==> src/hdl/mdls_pkg.sv <==
// mdls_pkg: shared constants, register codes and controller/datapath structs
// for the multicolor dash line segmenter
// no dependencies
package mdls_pkg;

  localparam int MdlsMaxSegments  = 64;
  localparam int MdlsCoordWidth   = 16;
  localparam int MdlsDashLenWidth = 10;

  localparam int ColorWidth     = 4;
  localparam int ThickWidth     = 8;
  localparam int SegIndexWidth  = 6;
  localparam int PhaseWidth     = 13;
  localparam int PhaseMin       = -4096;
  localparam int PhaseMax       = 4095;
  localparam int FracBits       = 12;
  localparam int QuotWidth      = 17;
  localparam int RegAddrWidth   = 5;
  localparam int ApbDataWidth   = 32;

  typedef enum logic [2:0] {
    REG_DASH0_LEN   = 3'd0,
    REG_DASH1_LEN   = 3'd1,
    REG_DASH2_LEN   = 3'd2,
    REG_DASH0_COLOR = 3'd3,
    REG_DASH1_COLOR = 3'd4,
    REG_DASH2_COLOR = 3'd5,
    REG_THREE_MODE  = 3'd6,
    REG_THICKNESS   = 3'd7
  } reg_idx_e;

  typedef struct packed {
    logic load_in;
    logic emit_plain;
    logic sq_x;
    logic sq_y;
    logic sqrt_init;
    logic sqrt_step;
    logic div_init;
    logic div_step;
    logic walk_init;
    logic walk_adv;
    logic seg_latch;
    logic mul_issue;
    logic pt_conv;
    logic emit_seg;
  } ctrl_cmd_t;

  typedef struct packed {
    logic plain;
    logic len_zero;
    logic cnt_last;
    logic div_sel_y;
    logic past_end;
    logic visible;
    logic pt_last;
    logic stop;
    logic out_free;
  } ctrl_sts_t;

endpackage

==> src/hdl/mdls_if.sv <==
// mdls_line_if and mdls_seg_if: valid/ready channels for lines and segments
// depends on mdls_pkg
interface mdls_line_if import mdls_pkg::*; #(
  parameter int COORD_WIDTH = MdlsCoordWidth
) ();
  logic                          valid;
  logic                          ready;
  logic signed [COORD_WIDTH-1:0] start_x;
  logic signed [COORD_WIDTH-1:0] start_y;
  logic signed [COORD_WIDTH-1:0] end_x;
  logic signed [COORD_WIDTH-1:0] end_y;

  modport source(output valid, start_x, start_y, end_x, end_y, input ready);
  modport sink(input valid, start_x, start_y, end_x, end_y, output ready);
endinterface

interface mdls_seg_if import mdls_pkg::*; #(
  parameter int COORD_WIDTH = MdlsCoordWidth
) ();
  logic                          valid;
  logic                          ready;
  logic signed [COORD_WIDTH-1:0] seg_start_x;
  logic signed [COORD_WIDTH-1:0] seg_start_y;
  logic signed [COORD_WIDTH-1:0] seg_end_x;
  logic signed [COORD_WIDTH-1:0] seg_end_y;
  logic [ColorWidth-1:0]         seg_color;
  logic [ThickWidth-1:0]         seg_thickness;
  logic [SegIndexWidth-1:0]      seg_index;
  logic                          last_segment;
  logic                          truncated;

  modport source(output valid, seg_start_x, seg_start_y, seg_end_x, seg_end_y, seg_color,
                 seg_thickness, seg_index, last_segment, truncated, input ready);
  modport sink(input valid, seg_start_x, seg_start_y, seg_end_x, seg_end_y, seg_color,
               seg_thickness, seg_index, last_segment, truncated, output ready);
endinterface

==> src/hdl/mdls_cfg.sv <==
// mdls_cfg: apb register file for dash lengths, colors, mode and thickness
// depends on mdls_pkg
module mdls_cfg import mdls_pkg::*; #(
  parameter int DASH_LEN_WIDTH = MdlsDashLenWidth
) (
  input  logic                                clk_i,
  input  logic                                rst_ni,
  input  logic                                psel,
  input  logic                                penable,
  input  logic                                pwrite,
  input  logic [RegAddrWidth-1:0]             paddr,
  input  logic [ApbDataWidth-1:0]             pwdata,
  output logic [ApbDataWidth-1:0]             prdata,
  output logic                                pready,
  output logic [2:0][DASH_LEN_WIDTH-1:0]      dash_len_o,
  output logic [2:0][ColorWidth-1:0]          dash_color_o,
  output logic                                three_mode_o,
  output logic [ThickWidth-1:0]               thickness_o
);

  logic [2:0][DASH_LEN_WIDTH-1:0] len_q;
  logic [2:0][ColorWidth-1:0]     color_q;
  logic                           three_q;
  logic [ThickWidth-1:0]          thick_q;
  logic                           wr_en;
  reg_idx_e                       idx;

  assign pready = 1'b1;
  assign wr_en  = psel && penable && pwrite;
  assign idx    = reg_idx_e'(paddr[RegAddrWidth-1:2]);

  always_ff @(posedge clk_i or negedge rst_ni) begin
    if (!rst_ni) begin
      len_q[0]   <= DASH_LEN_WIDTH'(8);
      len_q[1]   <= DASH_LEN_WIDTH'(8);
      len_q[2]   <= '0;
      color_q[0] <= ColorWidth'(1);
      color_q[1] <= '0;
      color_q[2] <= '0;
      three_q    <= 1'b0;
      thick_q    <= ThickWidth'(4);
    end else if (wr_en) begin
      unique case (idx)
        REG_DASH0_LEN:   len_q[0]   <= pwdata[DASH_LEN_WIDTH-1:0];
        REG_DASH1_LEN:   len_q[1]   <= pwdata[DASH_LEN_WIDTH-1:0];
        REG_DASH2_LEN:   len_q[2]   <= pwdata[DASH_LEN_WIDTH-1:0];
        REG_DASH0_COLOR: color_q[0] <= pwdata[ColorWidth-1:0];
        REG_DASH1_COLOR: color_q[1] <= pwdata[ColorWidth-1:0];
        REG_DASH2_COLOR: color_q[2] <= pwdata[ColorWidth-1:0];
        REG_THREE_MODE:  three_q    <= pwdata[0];
        REG_THICKNESS:   thick_q    <= pwdata[ThickWidth-1:0];
        default:         ;
      endcase
    end
  end

  always_comb begin
    prdata = '0;
    unique case (idx)
      REG_DASH0_LEN:   prdata = ApbDataWidth'(len_q[0]);
      REG_DASH1_LEN:   prdata = ApbDataWidth'(len_q[1]);
      REG_DASH2_LEN:   prdata = ApbDataWidth'(len_q[2]);
      REG_DASH0_COLOR: prdata = ApbDataWidth'(color_q[0]);
      REG_DASH1_COLOR: prdata = ApbDataWidth'(color_q[1]);
      REG_DASH2_COLOR: prdata = ApbDataWidth'(color_q[2]);
      REG_THREE_MODE:  prdata = ApbDataWidth'(three_q);
      REG_THICKNESS:   prdata = ApbDataWidth'(thick_q);
      default:         prdata = '0;
    endcase
  end

  assign dash_len_o   = len_q;
  assign dash_color_o = color_q;
  assign three_mode_o = three_q;
  assign thickness_o  = thick_q;

endmodule

==> src/hdl/mdls_ctrl.sv <==
// mdls_ctrl: sequencer for one line: squares, square root, two divides,
// then the dash walk with one output transaction per emitted dash
// depends on mdls_pkg
module mdls_ctrl import mdls_pkg::*; (
  input  logic      clk_i,
  input  logic      rst_ni,
  input  logic      in_valid_i,
  output logic      in_ready_o,
  input  ctrl_sts_t sts_i,
  output ctrl_cmd_t cmd_o
);

  typedef enum logic [11:0] {
    ST_IDLE  = 12'b0000_0000_0001,
    ST_PLAIN = 12'b0000_0000_0010,
    ST_SQX   = 12'b0000_0000_0100,
    ST_SQY   = 12'b0000_0000_1000,
    ST_SINIT = 12'b0000_0001_0000,
    ST_SQRT  = 12'b0000_0010_0000,
    ST_DINIT = 12'b0000_0100_0000,
    ST_DIV   = 12'b0000_1000_0000,
    ST_WINIT = 12'b0001_0000_0000,
    ST_STEP  = 12'b0010_0000_0000,
    ST_MUL   = 12'b0100_0000_0000,
    ST_PT    = 12'b1000_0000_0000
  } state_e;

  // emit shares the point state group: a separate flag marks the output wait
  state_e state_q, state_d;
  logic   emit_q, emit_d;

  always_ff @(posedge clk_i or negedge rst_ni) begin
    if (!rst_ni) begin
      state_q <= ST_IDLE;
      emit_q  <= 1'b0;
    end else begin
      state_q <= state_d;
      emit_q  <= emit_d;
    end
  end

  always_comb begin
    state_d    = state_q;
    emit_d     = emit_q;
    cmd_o      = '0;
    in_ready_o = 1'b0;
    unique case (state_q)
      ST_IDLE: begin
        in_ready_o = 1'b1;
        if (in_valid_i) begin
          cmd_o.load_in = 1'b1;
          state_d = sts_i.plain ? ST_PLAIN : ST_SQX;
        end
      end
      ST_PLAIN: begin
        if (sts_i.out_free) begin
          cmd_o.emit_plain = 1'b1;
          state_d = ST_IDLE;
        end
      end
      ST_SQX: begin
        if (sts_i.len_zero) begin
          state_d = ST_IDLE;
        end else begin
          cmd_o.sq_x = 1'b1;
          state_d = ST_SQY;
        end
      end
      ST_SQY: begin
        cmd_o.sq_y = 1'b1;
        state_d = ST_SINIT;
      end
      ST_SINIT: begin
        cmd_o.sqrt_init = 1'b1;
        state_d = ST_SQRT;
      end
      ST_SQRT: begin
        cmd_o.sqrt_step = 1'b1;
        if (sts_i.cnt_last) state_d = ST_DINIT;
      end
      ST_DINIT: begin
        cmd_o.div_init = 1'b1;
        state_d = ST_DIV;
      end
      ST_DIV: begin
        cmd_o.div_step = 1'b1;
        if (sts_i.cnt_last) state_d = sts_i.div_sel_y ? ST_WINIT : ST_DINIT;
      end
      ST_WINIT: begin
        cmd_o.walk_init = 1'b1;
        state_d = ST_STEP;
      end
      ST_STEP: begin
        if (sts_i.past_end) begin
          state_d = ST_IDLE;
        end else if (sts_i.visible) begin
          cmd_o.seg_latch = 1'b1;
          state_d = ST_MUL;
        end else begin
          cmd_o.walk_adv = 1'b1;
        end
      end
      ST_MUL: begin
        cmd_o.mul_issue = 1'b1;
        state_d = ST_PT;
      end
      ST_PT: begin
        if (!emit_q) begin
          cmd_o.pt_conv = 1'b1;
          if (sts_i.pt_last) emit_d = 1'b1;
          else state_d = ST_MUL;
        end else if (sts_i.out_free) begin
          cmd_o.emit_seg = 1'b1;
          emit_d  = 1'b0;
          state_d = sts_i.stop ? ST_IDLE : ST_STEP;
        end
      end
      default: begin
        state_d = ST_IDLE;
        emit_d  = 1'b0;
      end
    endcase
  end

endmodule

==> src/hdl/mdls_dpath.sv <==
// mdls_dpath: endpoint registers, squares, bit-serial square root and divider,
// dash walk, point multiplier and the output register
// depends on mdls_pkg
module mdls_dpath import mdls_pkg::*; #(
  parameter int MAX_SEGMENTS   = MdlsMaxSegments,
  parameter int COORD_WIDTH    = MdlsCoordWidth,
  parameter int DASH_LEN_WIDTH = MdlsDashLenWidth
) (
  input  logic                           clk_i,
  input  logic                           rst_ni,
  input  ctrl_cmd_t                      cmd_i,
  output ctrl_sts_t                      sts_o,
  input  logic signed [COORD_WIDTH-1:0]  start_x_i,
  input  logic signed [COORD_WIDTH-1:0]  start_y_i,
  input  logic signed [COORD_WIDTH-1:0]  end_x_i,
  input  logic signed [COORD_WIDTH-1:0]  end_y_i,
  input  logic [2:0][DASH_LEN_WIDTH-1:0] dash_len_i,
  input  logic [2:0][ColorWidth-1:0]     dash_color_i,
  input  logic                           three_mode_i,
  input  logic [ThickWidth-1:0]          thickness_i,
  input  logic                           out_ready_i,
  output logic                           out_valid_o,
  output logic signed [COORD_WIDTH-1:0]  seg_start_x_o,
  output logic signed [COORD_WIDTH-1:0]  seg_start_y_o,
  output logic signed [COORD_WIDTH-1:0]  seg_end_x_o,
  output logic signed [COORD_WIDTH-1:0]  seg_end_y_o,
  output logic [ColorWidth-1:0]          seg_color_o,
  output logic [ThickWidth-1:0]          seg_thickness_o,
  output logic [SegIndexWidth-1:0]       seg_index_o,
  output logic                           last_segment_o,
  output logic                           truncated_o
);

  localparam int W    = COORD_WIDTH;
  localparam int DLW  = DASH_LEN_WIDTH;
  localparam int SW   = 2 * W + 1;
  localparam int RTW  = W + 9;
  localparam int RW   = 2 * RTW;
  localparam int LFW  = RTW - FracBits;
  localparam int QW   = QuotWidth;
  localparam int NW   = W + 25;
  localparam int PW   = LFW + QW;
  localparam int OW   = PW - FracBits + 1;
  localparam int EW   = ((W > OW) ? W : OW) + 2;
  localparam int ZB0  = (LFW > DLW + 2) ? LFW : DLW + 2;
  localparam int ZW   = ((ZB0 > PhaseWidth) ? ZB0 : PhaseWidth) + 2;
  localparam int PHW  = ZW + 2;
  localparam int CNTN = (RTW > QW) ? RTW : QW;
  localparam int CW   = $clog2(CNTN + 1);
  localparam int SCW  = $clog2(MAX_SEGMENTS);

  // line endpoints and direction
  logic signed [W-1:0] x1_q, y1_q, x2_q, y2_q;
  logic [W-1:0]        ax_q, ay_q;
  logic                negx_q, negy_q;
  logic signed [W:0]   dx, dy;

  // squares, root, divider
  logic [2*W-1:0] sx_q, sy_q;
  logic [RW-1:0]  rad_q;
  logic [RTW-1:0] root_q;
  logic [RTW:0]   srem_q;
  logic [CW-1:0]  cnt_q;
  logic [RTW-1:0] drem_q;
  logic [QW-1:0]  dnum_q, dq_q, ux_q, uy_q;
  logic           div_sel_q;
  logic [LFW-1:0] lf_q;
  logic [LFW:0]   lc_q;

  // dash walk
  logic signed [ZW-1:0] z_q, zb_q;
  logic [1:0]           k_q, k_next;
  logic [SCW-1:0]       count_q;
  logic [LFW-1:0]       za_q;
  logic                 at_end_q;
  logic [1:0]           pt_sel_q;
  logic [PW-1:0]        prod_q;
  logic signed [W-1:0]  pt_q [4];
  logic signed [PhaseWidth-1:0] phase_q;

  // output register
  logic                   ov_q;
  logic signed [W-1:0]    o_sx_q, o_sy_q, o_ex_q, o_ey_q;
  logic [ColorWidth-1:0]  o_col_q;
  logic [ThickWidth-1:0]  o_thk_q;
  logic [SegIndexWidth-1:0] o_idx_q;
  logic                   o_last_q, o_trunc_q;

  assign dx = {end_x_i[W-1], end_x_i} - {start_x_i[W-1], start_x_i};
  assign dy = {end_y_i[W-1], end_y_i} - {start_y_i[W-1], start_y_i};

  // pattern setup
  logic [DLW-1:0]   len2_eff, len_k;
  logic [DLW+1:0]   span;
  logic [DLW:0]     later;
  logic [ColorWidth-1:0] col_k;

  assign len2_eff = three_mode_i ? dash_len_i[2] : '0;
  assign span = (DLW+2)'(dash_len_i[0]) + (DLW+2)'(dash_len_i[1]) + (DLW+2)'(len2_eff);

  always_comb begin
    unique case (k_q)
      2'd0: begin
        len_k = dash_len_i[0];
        col_k = dash_color_i[0];
        later = (DLW+1)'(dash_len_i[1]) + (DLW+1)'(len2_eff);
      end
      2'd1: begin
        len_k = dash_len_i[1];
        col_k = dash_color_i[1];
        later = (DLW+1)'(len2_eff);
      end
      2'd2: begin
        len_k = len2_eff;
        col_k = dash_color_i[2];
        later = '0;
      end
      default: begin
        len_k = '0;
        col_k = '0;
        later = '0;
      end
    endcase
  end

  assign k_next = (k_q == (three_mode_i ? 2'd2 : 2'd1)) ? 2'd0 : k_q + 2'd1;

  // square root step
  logic [RTW+2:0] rem_n, trial;
  logic           sq_ge;
  assign rem_n = {srem_q, rad_q[RW-1 -: 2]};
  assign trial = {1'b0, root_q, 2'b01};
  assign sq_ge = rem_n >= trial;

  // divider step
  logic [W-1:0]   div_a;
  logic [NW-1:0]  num;
  logic [RTW:0]   dt, droot;
  logic           dv_ge;
  logic [QW-1:0]  dq_n;
  assign div_a = div_sel_q ? ay_q : ax_q;
  assign num   = (NW'(div_a) << 24) + NW'(root_q >> 1);
  assign dt    = {drem_q, dnum_q[QW-1]};
  assign droot = {1'b0, root_q};
  assign dv_ge = dt >= droot;
  assign dq_n  = {dq_q[QW-2:0], dv_ge};

  // length floor and ceiling
  logic           r_inexact;
  assign r_inexact = (srem_q != '0) || (root_q[FracBits-1:0] != '0);

  // walk
  logic signed [ZW-1:0] span_z, phase_z, lf_z, zb_c, z_init;
  assign span_z  = ZW'(span);
  assign phase_z = ZW'(phase_q);
  assign lf_z    = ZW'(lf_q);
  assign zb_c    = z_q + ZW'(len_k);
  assign z_init  = -span_z - phase_z;

  // new phase at the line end
  logic signed [PHW-1:0] lc_p, zb_p, later_p, ph;
  logic signed [PhaseWidth-1:0] ph_sat;
  assign lc_p    = PHW'(lc_q);
  assign zb_p    = PHW'(zb_q);
  assign later_p = PHW'(later);
  assign ph      = lc_p - zb_p - later_p;

  always_comb begin
    if (ph < PHW'(PhaseMin)) ph_sat = PhaseWidth'(PhaseMin);
    else if (ph > PHW'(PhaseMax)) ph_sat = PhaseWidth'(PhaseMax);
    else ph_sat = ph[PhaseWidth-1:0];
  end

  // point conversion: round, apply sign, clamp between the endpoints
  logic [LFW-1:0]         zop;
  logic [QW-1:0]          uop;
  logic [PW:0]            rnd;
  logic signed [EW-1:0]   p1_e, p2_e, off_e, p_e, lo_e, hi_e, pc_e;
  logic                   neg_sel;

  assign zop   = pt_sel_q[1] ? zb_q[LFW-1:0] : za_q;
  assign uop   = pt_sel_q[0] ? uy_q : ux_q;
  assign rnd   = (PW+1)'(prod_q) + (PW+1)'(2048);
  assign off_e = EW'(rnd[PW:FracBits]);
  assign p1_e  = pt_sel_q[0] ? EW'(y1_q) : EW'(x1_q);
  assign p2_e  = pt_sel_q[0] ? EW'(y2_q) : EW'(x2_q);
  assign neg_sel = pt_sel_q[0] ? negy_q : negx_q;
  assign p_e   = neg_sel ? p1_e - off_e : p1_e + off_e;
  assign lo_e  = (p1_e < p2_e) ? p1_e : p2_e;
  assign hi_e  = (p1_e < p2_e) ? p2_e : p1_e;

  always_comb begin
    if (p_e < lo_e) pc_e = lo_e;
    else if (p_e > hi_e) pc_e = hi_e;
    else pc_e = p_e;
  end

  logic full;
  assign full = (count_q == SCW'(MAX_SEGMENTS - 1));

  // control registers
  always_ff @(posedge clk_i or negedge rst_ni) begin
    if (!rst_ni) begin
      cnt_q     <= '0;
      div_sel_q <= 1'b0;
      k_q       <= '0;
      count_q   <= '0;
      pt_sel_q  <= '0;
      phase_q   <= '0;
      ov_q      <= 1'b0;
    end else begin
      if (cmd_i.load_in) div_sel_q <= 1'b0;
      if (cmd_i.sqrt_init) cnt_q <= CW'(RTW);
      if (cmd_i.div_init) cnt_q <= CW'(QW);
      if (cmd_i.sqrt_step || cmd_i.div_step) cnt_q <= cnt_q - CW'(1);
      if (cmd_i.div_step && sts_o.cnt_last) div_sel_q <= !div_sel_q;
      if (cmd_i.walk_init) begin
        k_q     <= '0;
        count_q <= '0;
      end
      if (cmd_i.walk_adv) k_q <= k_next;
      if (cmd_i.seg_latch) pt_sel_q <= '0;
      if (cmd_i.pt_conv) pt_sel_q <= pt_sel_q + 2'd1;
      if (cmd_i.emit_seg) begin
        if (at_end_q) begin
          phase_q <= ph_sat;
        end else if (!full) begin
          count_q <= count_q + SCW'(1);
          k_q     <= k_next;
        end
      end
      if (cmd_i.emit_plain || cmd_i.emit_seg) ov_q <= 1'b1;
      else if (out_ready_i) ov_q <= 1'b0;
    end
  end

  // payload registers
  always_ff @(posedge clk_i) begin
    if (cmd_i.load_in) begin
      x1_q   <= start_x_i;
      y1_q   <= start_y_i;
      x2_q   <= end_x_i;
      y2_q   <= end_y_i;
      negx_q <= dx[W];
      negy_q <= dy[W];
      ax_q   <= dx[W] ? W'(-dx) : W'(dx);
      ay_q   <= dy[W] ? W'(-dy) : W'(dy);
    end
    if (cmd_i.sq_x) sx_q <= ax_q * ax_q;
    if (cmd_i.sq_y) sy_q <= ay_q * ay_q;
    if (cmd_i.sqrt_init) begin
      rad_q  <= RW'({SW'(sx_q) + SW'(sy_q), 16'h0000});
      root_q <= '0;
      srem_q <= '0;
    end
    if (cmd_i.sqrt_step) begin
      rad_q  <= rad_q << 2;
      root_q <= {root_q[RTW-2:0], sq_ge};
      srem_q <= sq_ge ? (RTW+1)'(rem_n - trial) : rem_n[RTW:0];
    end
    if (cmd_i.div_init) begin
      drem_q <= RTW'(num >> QW);
      dnum_q <= num[QW-1:0];
      dq_q   <= '0;
      lf_q   <= root_q[RTW-1:FracBits];
      lc_q   <= (LFW+1)'(root_q[RTW-1:FracBits]) + (LFW+1)'(r_inexact);
    end
    if (cmd_i.div_step) begin
      drem_q <= dv_ge ? RTW'(dt - droot) : RTW'(dt);
      dnum_q <= dnum_q << 1;
      dq_q   <= dq_n;
      if (sts_o.cnt_last) begin
        if (div_sel_q) uy_q <= dq_n;
        else ux_q <= dq_n;
      end
    end
    if (cmd_i.walk_init) z_q <= z_init;
    if (cmd_i.walk_adv) z_q <= zb_c;
    if (cmd_i.seg_latch) begin
      za_q     <= z_q[ZW-1] ? '0 : z_q[LFW-1:0];
      zb_q     <= zb_c;
      at_end_q <= zb_c > lf_z;
    end
    if (cmd_i.mul_issue) prod_q <= PW'(zop) * PW'(uop);
    if (cmd_i.pt_conv) pt_q[pt_sel_q] <= pc_e[W-1:0];
    if (cmd_i.emit_seg && !at_end_q && !full) z_q <= zb_q;

    if (cmd_i.emit_plain) begin
      o_sx_q    <= x1_q;
      o_sy_q    <= y1_q;
      o_ex_q    <= x2_q;
      o_ey_q    <= y2_q;
      o_col_q   <= dash_color_i[0];
      o_thk_q   <= thickness_i;
      o_idx_q   <= '0;
      o_last_q  <= 1'b1;
      o_trunc_q <= 1'b0;
    end
    if (cmd_i.emit_seg) begin
      o_sx_q    <= pt_q[0];
      o_sy_q    <= pt_q[1];
      o_ex_q    <= at_end_q ? x2_q : pt_q[2];
      o_ey_q    <= at_end_q ? y2_q : pt_q[3];
      o_col_q   <= col_k;
      o_thk_q   <= thickness_i;
      o_idx_q   <= SegIndexWidth'(count_q);
      o_last_q  <= at_end_q || full;
      o_trunc_q <= !at_end_q && full;
    end
  end

  always_comb begin
    sts_o.plain     = (span == '0) ||
                      (three_mode_i ? (dash_color_i[1] == '0 && dash_color_i[2] == '0)
                                    : (dash_color_i[1] == '0));
    sts_o.len_zero  = (ax_q == '0) && (ay_q == '0);
    sts_o.cnt_last  = (cnt_q == CW'(1));
    sts_o.div_sel_y = div_sel_q;
    sts_o.past_end  = z_q > lf_z;
    sts_o.visible   = !zb_c[ZW-1];
    sts_o.pt_last   = at_end_q ? (pt_sel_q == 2'd1) : (pt_sel_q == 2'd3);
    sts_o.stop      = at_end_q || full;
    sts_o.out_free  = !ov_q || out_ready_i;
  end

  assign out_valid_o     = ov_q;
  assign seg_start_x_o   = o_sx_q;
  assign seg_start_y_o   = o_sy_q;
  assign seg_end_x_o     = o_ex_q;
  assign seg_end_y_o     = o_ey_q;
  assign seg_color_o     = o_col_q;
  assign seg_thickness_o = o_thk_q;
  assign seg_index_o     = o_idx_q;
  assign last_segment_o  = o_last_q;
  assign truncated_o     = o_trunc_q;

endmodule

==> src/hdl/multicolor_dash_line_segmenter.sv <==
// multicolor_dash_line_segmenter: top level, joins register file, controller
// and datapath; depends on mdls_pkg, mdls_if, mdls_cfg, mdls_ctrl, mdls_dpath
//
// Splits each line into colored dashes of a repeating two- or three-dash
// pattern whose phase carries over from line to line. One line is in work at
// a time; the next line is taken once the last segment of the current one sits
// in the output register. A plain line (pattern span zero or later colors zero)
// is passed on whole as a single segment. A patterned line first runs the
// squares, the one-bit-per-cycle square root (COORD_WIDTH+9 steps) and two
// 17-step divides for the unit vector; then each emitted dash goes through the
// shared point multiplier (two points at the line end, else four), while
// dashes before the line start are skipped. A zero-length patterned line ends
// with no output. Output back-pressure stalls the emits.
module multicolor_dash_line_segmenter import mdls_pkg::*; #(
  parameter int MAX_SEGMENTS   = MdlsMaxSegments,
  parameter int COORD_WIDTH    = MdlsCoordWidth,
  parameter int DASH_LEN_WIDTH = MdlsDashLenWidth
) (
  input  logic                    clk_i,
  input  logic                    rst_ni,
  input  logic                    psel,
  input  logic                    penable,
  input  logic                    pwrite,
  input  logic [RegAddrWidth-1:0] paddr,
  input  logic [ApbDataWidth-1:0] pwdata,
  output logic [ApbDataWidth-1:0] prdata,
  output logic                    pready,
  mdls_line_if.sink               line_i,
  mdls_seg_if.source              seg_o
);

  logic [2:0][DASH_LEN_WIDTH-1:0] dash_len;
  logic [2:0][ColorWidth-1:0]     dash_color;
  logic                           three_mode;
  logic [ThickWidth-1:0]          thickness;
  ctrl_cmd_t                      cmd;
  ctrl_sts_t                      sts;

  mdls_cfg #(
    .DASH_LEN_WIDTH(DASH_LEN_WIDTH)
  ) u_cfg (
    .clk_i        (clk_i),
    .rst_ni       (rst_ni),
    .psel         (psel),
    .penable      (penable),
    .pwrite       (pwrite),
    .paddr        (paddr),
    .pwdata       (pwdata),
    .prdata       (prdata),
    .pready       (pready),
    .dash_len_o   (dash_len),
    .dash_color_o (dash_color),
    .three_mode_o (three_mode),
    .thickness_o  (thickness)
  );

  mdls_ctrl u_ctrl (
    .clk_i      (clk_i),
    .rst_ni     (rst_ni),
    .in_valid_i (line_i.valid),
    .in_ready_o (line_i.ready),
    .sts_i      (sts),
    .cmd_o      (cmd)
  );

  mdls_dpath #(
    .MAX_SEGMENTS  (MAX_SEGMENTS),
    .COORD_WIDTH   (COORD_WIDTH),
    .DASH_LEN_WIDTH(DASH_LEN_WIDTH)
  ) u_dpath (
    .clk_i           (clk_i),
    .rst_ni          (rst_ni),
    .cmd_i           (cmd),
    .sts_o           (sts),
    .start_x_i       (line_i.start_x),
    .start_y_i       (line_i.start_y),
    .end_x_i         (line_i.end_x),
    .end_y_i         (line_i.end_y),
    .dash_len_i      (dash_len),
    .dash_color_i    (dash_color),
    .three_mode_i    (three_mode),
    .thickness_i     (thickness),
    .out_ready_i     (seg_o.ready),
    .out_valid_o     (seg_o.valid),
    .seg_start_x_o   (seg_o.seg_start_x),
    .seg_start_y_o   (seg_o.seg_start_y),
    .seg_end_x_o     (seg_o.seg_end_x),
    .seg_end_y_o     (seg_o.seg_end_y),
    .seg_color_o     (seg_o.seg_color),
    .seg_thickness_o (seg_o.seg_thickness),
    .seg_index_o     (seg_o.seg_index),
    .last_segment_o  (seg_o.last_segment),
    .truncated_o     (seg_o.truncated)
  );

`ifndef SYNTHESIS
  a_trunc_is_last: assert property (@(posedge clk_i) disable iff (!rst_ni)
    seg_o.valid && seg_o.truncated |-> seg_o.last_segment)
    else $error("truncated segment without last_segment");

  a_index_range: assert property (@(posedge clk_i) disable iff (!rst_ni)
    seg_o.valid |-> (seg_o.seg_index <= SegIndexWidth'(MAX_SEGMENTS - 1)))
    else $error("segment index beyond limit");

  a_one_line: assert property (@(posedge clk_i) disable iff (!rst_ni)
    line_i.valid && line_i.ready |=> !line_i.ready)
    else $error("second line taken while one is in work");
`endif

endmodule
==> src/flat_wrapper.sv <==
// flat-port wrapper written by rule: the top's interface ports become plain ports
module multicolor_dash_line_segmenter_flat import mdls_pkg::*;
#(
  parameter int MAX_SEGMENTS   = MdlsMaxSegments,
  parameter int COORD_WIDTH    = MdlsCoordWidth,
  parameter int DASH_LEN_WIDTH = MdlsDashLenWidth
)
  (clk_i, rst_ni, psel, penable, pwrite, paddr, pwdata, prdata, pready, line_i_valid, line_i_start_x, line_i_start_y, line_i_end_x, line_i_end_y, line_i_ready, seg_o_valid, seg_o_seg_start_x, seg_o_seg_start_y, seg_o_seg_end_x, seg_o_seg_end_y, seg_o_seg_color, seg_o_seg_thickness, seg_o_seg_index, seg_o_last_segment, seg_o_truncated, seg_o_ready);
  mdls_line_if #(.COORD_WIDTH(COORD_WIDTH)) line_i_i ();
  mdls_seg_if #(.COORD_WIDTH(COORD_WIDTH)) seg_o_i ();
  input  logic clk_i;
  input  logic rst_ni;
  input  logic psel;
  input  logic penable;
  input  logic pwrite;
  input  logic [RegAddrWidth-1:0] paddr;
  input  logic [ApbDataWidth-1:0] pwdata;
  output logic [ApbDataWidth-1:0] prdata;
  output logic pready;
  input wire logic [$bits(line_i_i.valid)-1:0] line_i_valid;
  input wire logic [$bits(line_i_i.start_x)-1:0] line_i_start_x;
  input wire logic [$bits(line_i_i.start_y)-1:0] line_i_start_y;
  input wire logic [$bits(line_i_i.end_x)-1:0] line_i_end_x;
  input wire logic [$bits(line_i_i.end_y)-1:0] line_i_end_y;
  output wire logic [$bits(line_i_i.ready)-1:0] line_i_ready;
  output wire logic [$bits(seg_o_i.valid)-1:0] seg_o_valid;
  output wire logic [$bits(seg_o_i.seg_start_x)-1:0] seg_o_seg_start_x;
  output wire logic [$bits(seg_o_i.seg_start_y)-1:0] seg_o_seg_start_y;
  output wire logic [$bits(seg_o_i.seg_end_x)-1:0] seg_o_seg_end_x;
  output wire logic [$bits(seg_o_i.seg_end_y)-1:0] seg_o_seg_end_y;
  output wire logic [$bits(seg_o_i.seg_color)-1:0] seg_o_seg_color;
  output wire logic [$bits(seg_o_i.seg_thickness)-1:0] seg_o_seg_thickness;
  output wire logic [$bits(seg_o_i.seg_index)-1:0] seg_o_seg_index;
  output wire logic [$bits(seg_o_i.last_segment)-1:0] seg_o_last_segment;
  output wire logic [$bits(seg_o_i.truncated)-1:0] seg_o_truncated;
  input wire logic [$bits(seg_o_i.ready)-1:0] seg_o_ready;
  assign line_i_i.valid = line_i_valid;
  assign line_i_i.start_x = line_i_start_x;
  assign line_i_i.start_y = line_i_start_y;
  assign line_i_i.end_x = line_i_end_x;
  assign line_i_i.end_y = line_i_end_y;
  assign line_i_ready = line_i_i.ready;
  assign seg_o_valid = seg_o_i.valid;
  assign seg_o_seg_start_x = seg_o_i.seg_start_x;
  assign seg_o_seg_start_y = seg_o_i.seg_start_y;
  assign seg_o_seg_end_x = seg_o_i.seg_end_x;
  assign seg_o_seg_end_y = seg_o_i.seg_end_y;
  assign seg_o_seg_color = seg_o_i.seg_color;
  assign seg_o_seg_thickness = seg_o_i.seg_thickness;
  assign seg_o_seg_index = seg_o_i.seg_index;
  assign seg_o_last_segment = seg_o_i.last_segment;
  assign seg_o_truncated = seg_o_i.truncated;
  assign seg_o_i.ready = seg_o_ready;
  multicolor_dash_line_segmenter #(.MAX_SEGMENTS(MAX_SEGMENTS), .COORD_WIDTH(COORD_WIDTH), .DASH_LEN_WIDTH(DASH_LEN_WIDTH)) u_core (.clk_i(clk_i), .rst_ni(rst_ni), .psel(psel), .penable(penable), .pwrite(pwrite), .paddr(paddr), .pwdata(pwdata), .prdata(prdata), .pready(pready), .line_i(line_i_i), .seg_o(seg_o_i));
endmodule
==> config.mk <==
export PLATFORM = sky130hd
export DESIGN_NAME = multicolor_dash_line_segmenter_flat
export DESIGN_NICKNAME = d
export VERILOG_FILES = /design/src/hdl/mdls_pkg.sv /design/src/hdl/mdls_if.sv /design/src/hdl/mdls_cfg.sv /design/src/hdl/mdls_ctrl.sv /design/src/hdl/mdls_dpath.sv /design/src/hdl/multicolor_dash_line_segmenter.sv /design/src/flat_wrapper.sv
export SDC_FILE = /design/constraint.sdc
export NUM_CORES = 2
export LEC_CHECK = 0
export ABC_AREA = 1
export BUFFER_PORTS_ARGS = -buffer_cell sky130_fd_sc_hd__buf_2
export CORE_MARGIN = 2
export CORE_UTILIZATION = 48
export DETAILED_ROUTE_END_ITERATION = 8
export SYNTH_ARGS = -nofsm -noshare
export SYNTH_HDL_FRONTEND = slang
export SYNTH_SLANG_ARGS = --single-unit
==> constraint.sdc <==
create_clock -name clk_i -period 10.99 [get_ports clk_i]
set_input_delay 2.7475 -clock clk_i [delete_from_list [all_inputs] [get_ports clk_i]]
set_output_delay 2.7475 -clock clk_i [all_outputs]
set_load 0.1 [all_outputs]
# Word-level counts from Yosys, hierarchy flattened
# Memory sizes are Yosys's and may differ from the RTL's.
# Index checks and enable logic that the tools add are counted.
# word_totals
output_inout_bits,119
rom_bits,0
reg_bits,618
elab_cells,292
latch_bits,0
n_memories,1
inputBits,108
ram_bits,64
# mem_list
memory,words,word_bits,rd,rd_ports_with_merged_regs,write_ports,line_no,text
u_core.u_dpath.pt_q,4,16,4,0,1,mdls_dpath.sv:78,logic signed [W-1:0] pt_q [4];
# classes
n_lt_le_gt_ge,9
shifts,0
n_bitwise,1
n_reduce_logical,48
n_addsub,24
div,0
mux,120
n_eq_ne,33
multipliers,3
# ops
operator,n
$mux W16,17
$pmux W32 S8,1
$pmux W12 S12,1
$mux W25,5
$mux W12,9
$mux W21,5
$mux W50,2
$mux W26,3
$mul A16 B16 Y32,2
$mux W17,3
$mux W15,3
$lt A21 B21 Y1,2
$add A40 B24 Y41,1
$mux W13,3
$mux W6,6
$mux W1,34
$sub A16 B16 Y17,2
$add A32 B32 Y33,1
$logic_not A16 Y1,2
$neg A16 Y16,2
$add A30 B12 Y31 const B,1
$gt A15 B14 Y1,2
$mul A13 B17 Y30,1
$pmux W10 S3,1
70 further kinds,129

# Depth between registers and ports, before layout
# depth
ltp_word,10
depth_mapped,37
mapped_depth_nobuf,37

# Cells and area by module
# Synthesis repeated with hierarchy kept, for this count alone.
# hier_totals
cells_unflattened,7557
hier_area_um2,63858.7
# by_module_without_submodules
module,area_per_inst_um2,cells_each,seq_area_each_um2,instances
mdls_dpath,60221.5,7078,18007.3,1
mdls_cfg,2585.0,310,1281.2,1
mdls_ctrl,1052.3,169,326.6,1

# Worst setup path before layout
# Ideal clock, no wire load.
# synth_timing
path_type,input port to output port
start,input paddr[2]
end,output prdata[5]
setup_slack_ns,3.085
arrival_ns,5.157
stages,3
required_ns,8.243
path_buffers,0
cell_sequence,nor2_1 -> nand2_1 -> o21ai_0
# synth_via
elab_chain_len,2
word_cells_on_any_way,9
classes_between,eq/ne (7); mux (1); reduce/logical (1)
# synth_rtl
item,line_no,text
from (decl),flat_wrapper.sv:16,input logic [RegAddrWidth-1:0] paddr;
$eq A3 B3 Y1 (tied with other cells),mdls_cfg.sv:59,unique case (idx)
$pmux W32 S8 (*),mdls_cfg.sv:59,
to (decl),flat_wrapper.sv:18,output logic [ApbDataWidth-1:0] prdata;
# Mark *: on every way between the ends. The rest lies on a longest branch, timed or not. The select of a mux whose other input is x is not followed.

# Worst setup path in the final report
# layout_timing
start,input paddr[4]
end,output prdata[5]
# The elaborated chain is that of the path after synthesis.

==> metrics.log <==
INFO  metric status = finished, final reports clean
INFO  metric core_area = ~130000 µm²
INFO  metric grt-ovfl-total = 0
INFO  metric worstPathArrival = ~4.9 ns
INFO  metric yosys_warnings = 0
INFO  metric relSlewSlack = a little over a fifth
INFO  metric postCtsSetupBuffers = 0
INFO  metric worst_pin_slew = 1.18 ns
INFO  metric timing.fmax = 0.131 GHz
INFO  metric setup_repair_after_global_routing_missed_its_margin = no
INFO  metric grt_pass1_vias = 48100
INFO  metric drt_first_iter_violations = 3286
INFO  metric final_hold_vio_count = 0
INFO  metric post_synth_num_cell_types = 66
INFO  metric route.antenna.remaining_nets = 0
INFO  metric num_vias = between 40000 and 50000
INFO  metric holdBufCountCts = 0
INFO  metric h-tree-depth = 3
INFO  metric cts.repair.resized = 0
INFO  metric synth-seq-cells = 669
INFO  metric cap_viol_max_count = 0
INFO  metric grt_start_max_net_pins = 86
INFO  metric min_period_over_period = 69.4%
INFO  metric synth.top_cells.by_area = sky130_fd_sc_hd__edfxtp_1 (28%), sky130_fd_sc_hd__fa_1 (17%), sky130_fd_sc_hd__ha_1 (11%), sky130_fd_sc_hd__nand2_1 (9.9%), sky130_fd_sc_hd__inv_1 (8.0%)
INFO  metric gpl.final_weighted_congestion = slightly above 0.9
INFO  metric ys_seq_area_share = 31.5%
INFO  metric finish.net_count = ~8600
INFO  metric vertical_die_dimension = 364 µm
INFO  metric via_per_inst = 5.31
INFO  metric portBuffers = between 150 and 200
INFO  metric layout.core_utilization = 52.2%
INFO  metric timing_worst_setup_path_type = in2out
INFO  metric maxSlewViolCount = 0
INFO  metric ys_async_sr_fraction = 14.1%
INFO  metric number_of_synthesized_flops_with_an_enable_pin = 574
INFO  metric clk_transition_reported_paths = 0.06 ns
INFO  metric detailedPlace.worstSlack = 3.33 ns
INFO  metric fp.dieArea = 133000 µm²
INFO  metric post-dp-hpwl = 132000 µm
INFO  metric grt_pass1_wl = approximately 260000 µm
INFO  metric final.setup_skew = 0.0264 ns
INFO  metric critical_path_required = 8.24 ns
INFO  metric clock_sinks = 669
INFO  metric synth_top_area_share = 27.6%
INFO  metric cts_tree = built
INFO  metric rows = ~130
INFO  metric postSynthCellCount = 7276
INFO  metric worstHoldPathCells = 0
INFO  metric timing.final.crit_period = ~7.6 ns
INFO  metric post_route_cells_drive_above_1_share = under 10%
INFO  metric synth.largest_area_cell = sky130_fd_sc_hd__edfxtp_1
INFO  metric groute.usage.overall = 25.2%
INFO  metric number_of_cts_inserted_buffers = between 70 and 80
INFO  metric insertedDiodeCount = 0
INFO  metric detail_route.drc_violations = 0
INFO  metric holdCritPathClass = reg2reg
INFO  metric fin_hold_ws = 0.445 ns
INFO  metric final.setup.worst_slack = 3.36 ns
INFO  metric drtPass1Iterations = 6
INFO  metric wirelength = 166000 µm
INFO  metric critPathMaxFanout = 7
INFO  metric latest_clock_arrival_within_the_worst_skew_pair = 0.69 ns
INFO  metric mappedNetlistArea = 62400 µm²
INFO  metric start_util = 48.3%
INFO  metric start_kind = input port
INFO  metric top_level_ports = between 200 and 250
INFO  metric end_kind = primary output
INFO  metric yosysMostFrequentCell = sky130_fd_sc_hd__nand2_1
INFO  metric worst-r2r-cell-count = 23
INFO  metric dr_wl_cell = approximately 18 µm
INFO  metric clockBufferDepth = 3
INFO  metric root_buffer = sky130_fd_sc_hd__clkbuf_16
INFO  metric post_synthesis_average_cell_area = 8.57 µm²
INFO  metric synth_commonest_cells = sky130_fd_sc_hd__nand2_1 (1645), sky130_fd_sc_hd__inv_1 (1334), sky130_fd_sc_hd__edfxtp_1 (574)
INFO  metric grt_antenna_before_repair = 5
INFO  metric die_width = 364 µm
INFO  metric setup-violations-final = 0
INFO  metric area.growth.synth_to_final = 8.16%
INFO  metric synthFlopType = sky130_fd_sc_hd__edfxtp_1
INFO  metric setup-tns-final = 0 ns
-- per-layer routing --
| metal | part of all wire, % | GRT usage (%) | routed length [µm] |
|---|---|---|---|
| met5 | 0.0078 | 0 | 13 |
| met4 | 2.5 | 7.00 | 4170 |
| met3 | 6.3 | 3.71 | 10500 |
| met2 | 47 | 41.9 | 78300 |
| met1 | 44 | 34.4 | 73000 |
-- per-stage QoR --
step / instances / area, µm²
3_5_place_dp: 9053 / 65000
4_1_cts: 9191 / 67400
5_1_grt: 9191 / 67400
6_report: 9191 / 67400
3_3_place_gp: 9053 / 65000
2_1_floorplan: 7297 / 62400
-- final cells by class --
class                   instances  area [µm²]
repair buffers                223        1230
clock buffers                  98        2090
flip-flops and latches        669       19600
inverters                    1361        5110
well taps                    1742        2180
fillers                     12300       61700
clock inverters                40         394
multi-input cells            5058       36800
-- layout by cell type, fill, tap and decap left out, drive strengths merged, types with 38 or more instances in the layout --
master | netlist | layout
clkbuf | 144 | 98
nor3 | 56 | 56
or2 | 40 | 40
inv | 1349 | 1353
a21oi | 388 | 388
nor4 | 44 | 44
clkinv | 12 | 38
nand2 | 1656 | 1656
ha | 571 | 571
dfrtp | 89 | 89
nor2 | 484 | 484
nand4 | 61 | 61
edfxtp | 574 | 574
fa | 518 | 518
a31oi | 47 | 47
o21ai | 455 | 455
xor2 | 189 | 189
xnor2 | 106 | 106
buf | 65 | 223
nand3 | 201 | 201
-- final timing paths --
kind,startpoint,end,slack [ns]
worst min register to register,u_core.u_dpath.dq_q[15],u_core.u_dpath.ux_q[16],0.44
worst max-delay path,paddr[4],prdata[5],3.36
worst min-delay path,u_core.u_dpath.dq_q[15],u_core.u_dpath.ux_q[16],0.44
max in group asynchronous,rst_ni,u_core.u_dpath.pt_sel_q[0],7.64
min in group asynchronous,rst_ni,u_core.u_cfg.dash_len_o[8],1.96
worst max register to register,u_core.u_dpath.pt_sel_q[1],u_core.u_dpath.prod_q[29],4.09
-- registers in the layout, indices dropped and copies added, names as in the netlist, 17 cells and up --
register                 count
u_core.u_cfg.dash_len_o     30
u_core.u_dpath.dnum_q       17
u_core.u_dpath.drem_q       25
u_core.u_dpath.prod_q       19
u_core.u_dpath.pt_q         64
u_core.u_dpath.rad_q        34
u_core.u_dpath.root_q       25
u_core.u_dpath.srem_q       26
u_core.u_dpath.sx_q         31
u_core.u_dpath.sy_q         31
u_core.u_dpath.ux_q         17
u_core.u_dpath.uy_q         17
-- cell families after synthesis --
logic type	after synthesis	share of synthesized area (%)
and+or+nand+nor	2567	17.0
buffers and inverters	1570	9.69
adders and majority gates	1089	28.1
AOI/OAI and AO/OA	1082	9.60
DFF	669	31.5
xor gates and xnor gates	295	4.14
other	2	0.0120
muxes	2	0.0341
-- worst max-delay path, cell delays in order --
cell	delay, ns
sky130_fd_sc_hd__buf_2	0.14
sky130_fd_sc_hd__nor3_1	0.85
sky130_fd_sc_hd__inv_1	0.26
sky130_fd_sc_hd__o21ai_0	0.23
sky130_fd_sc_hd__a21oi_1	0.05
sky130_fd_sc_hd__o21ai_0	0.12
sky130_fd_sc_hd__buf_2	0.47
Power is left out: the tool's default activity adds up to more than one toggle a clock period on the data nets, which glitch-free logic cannot reach.
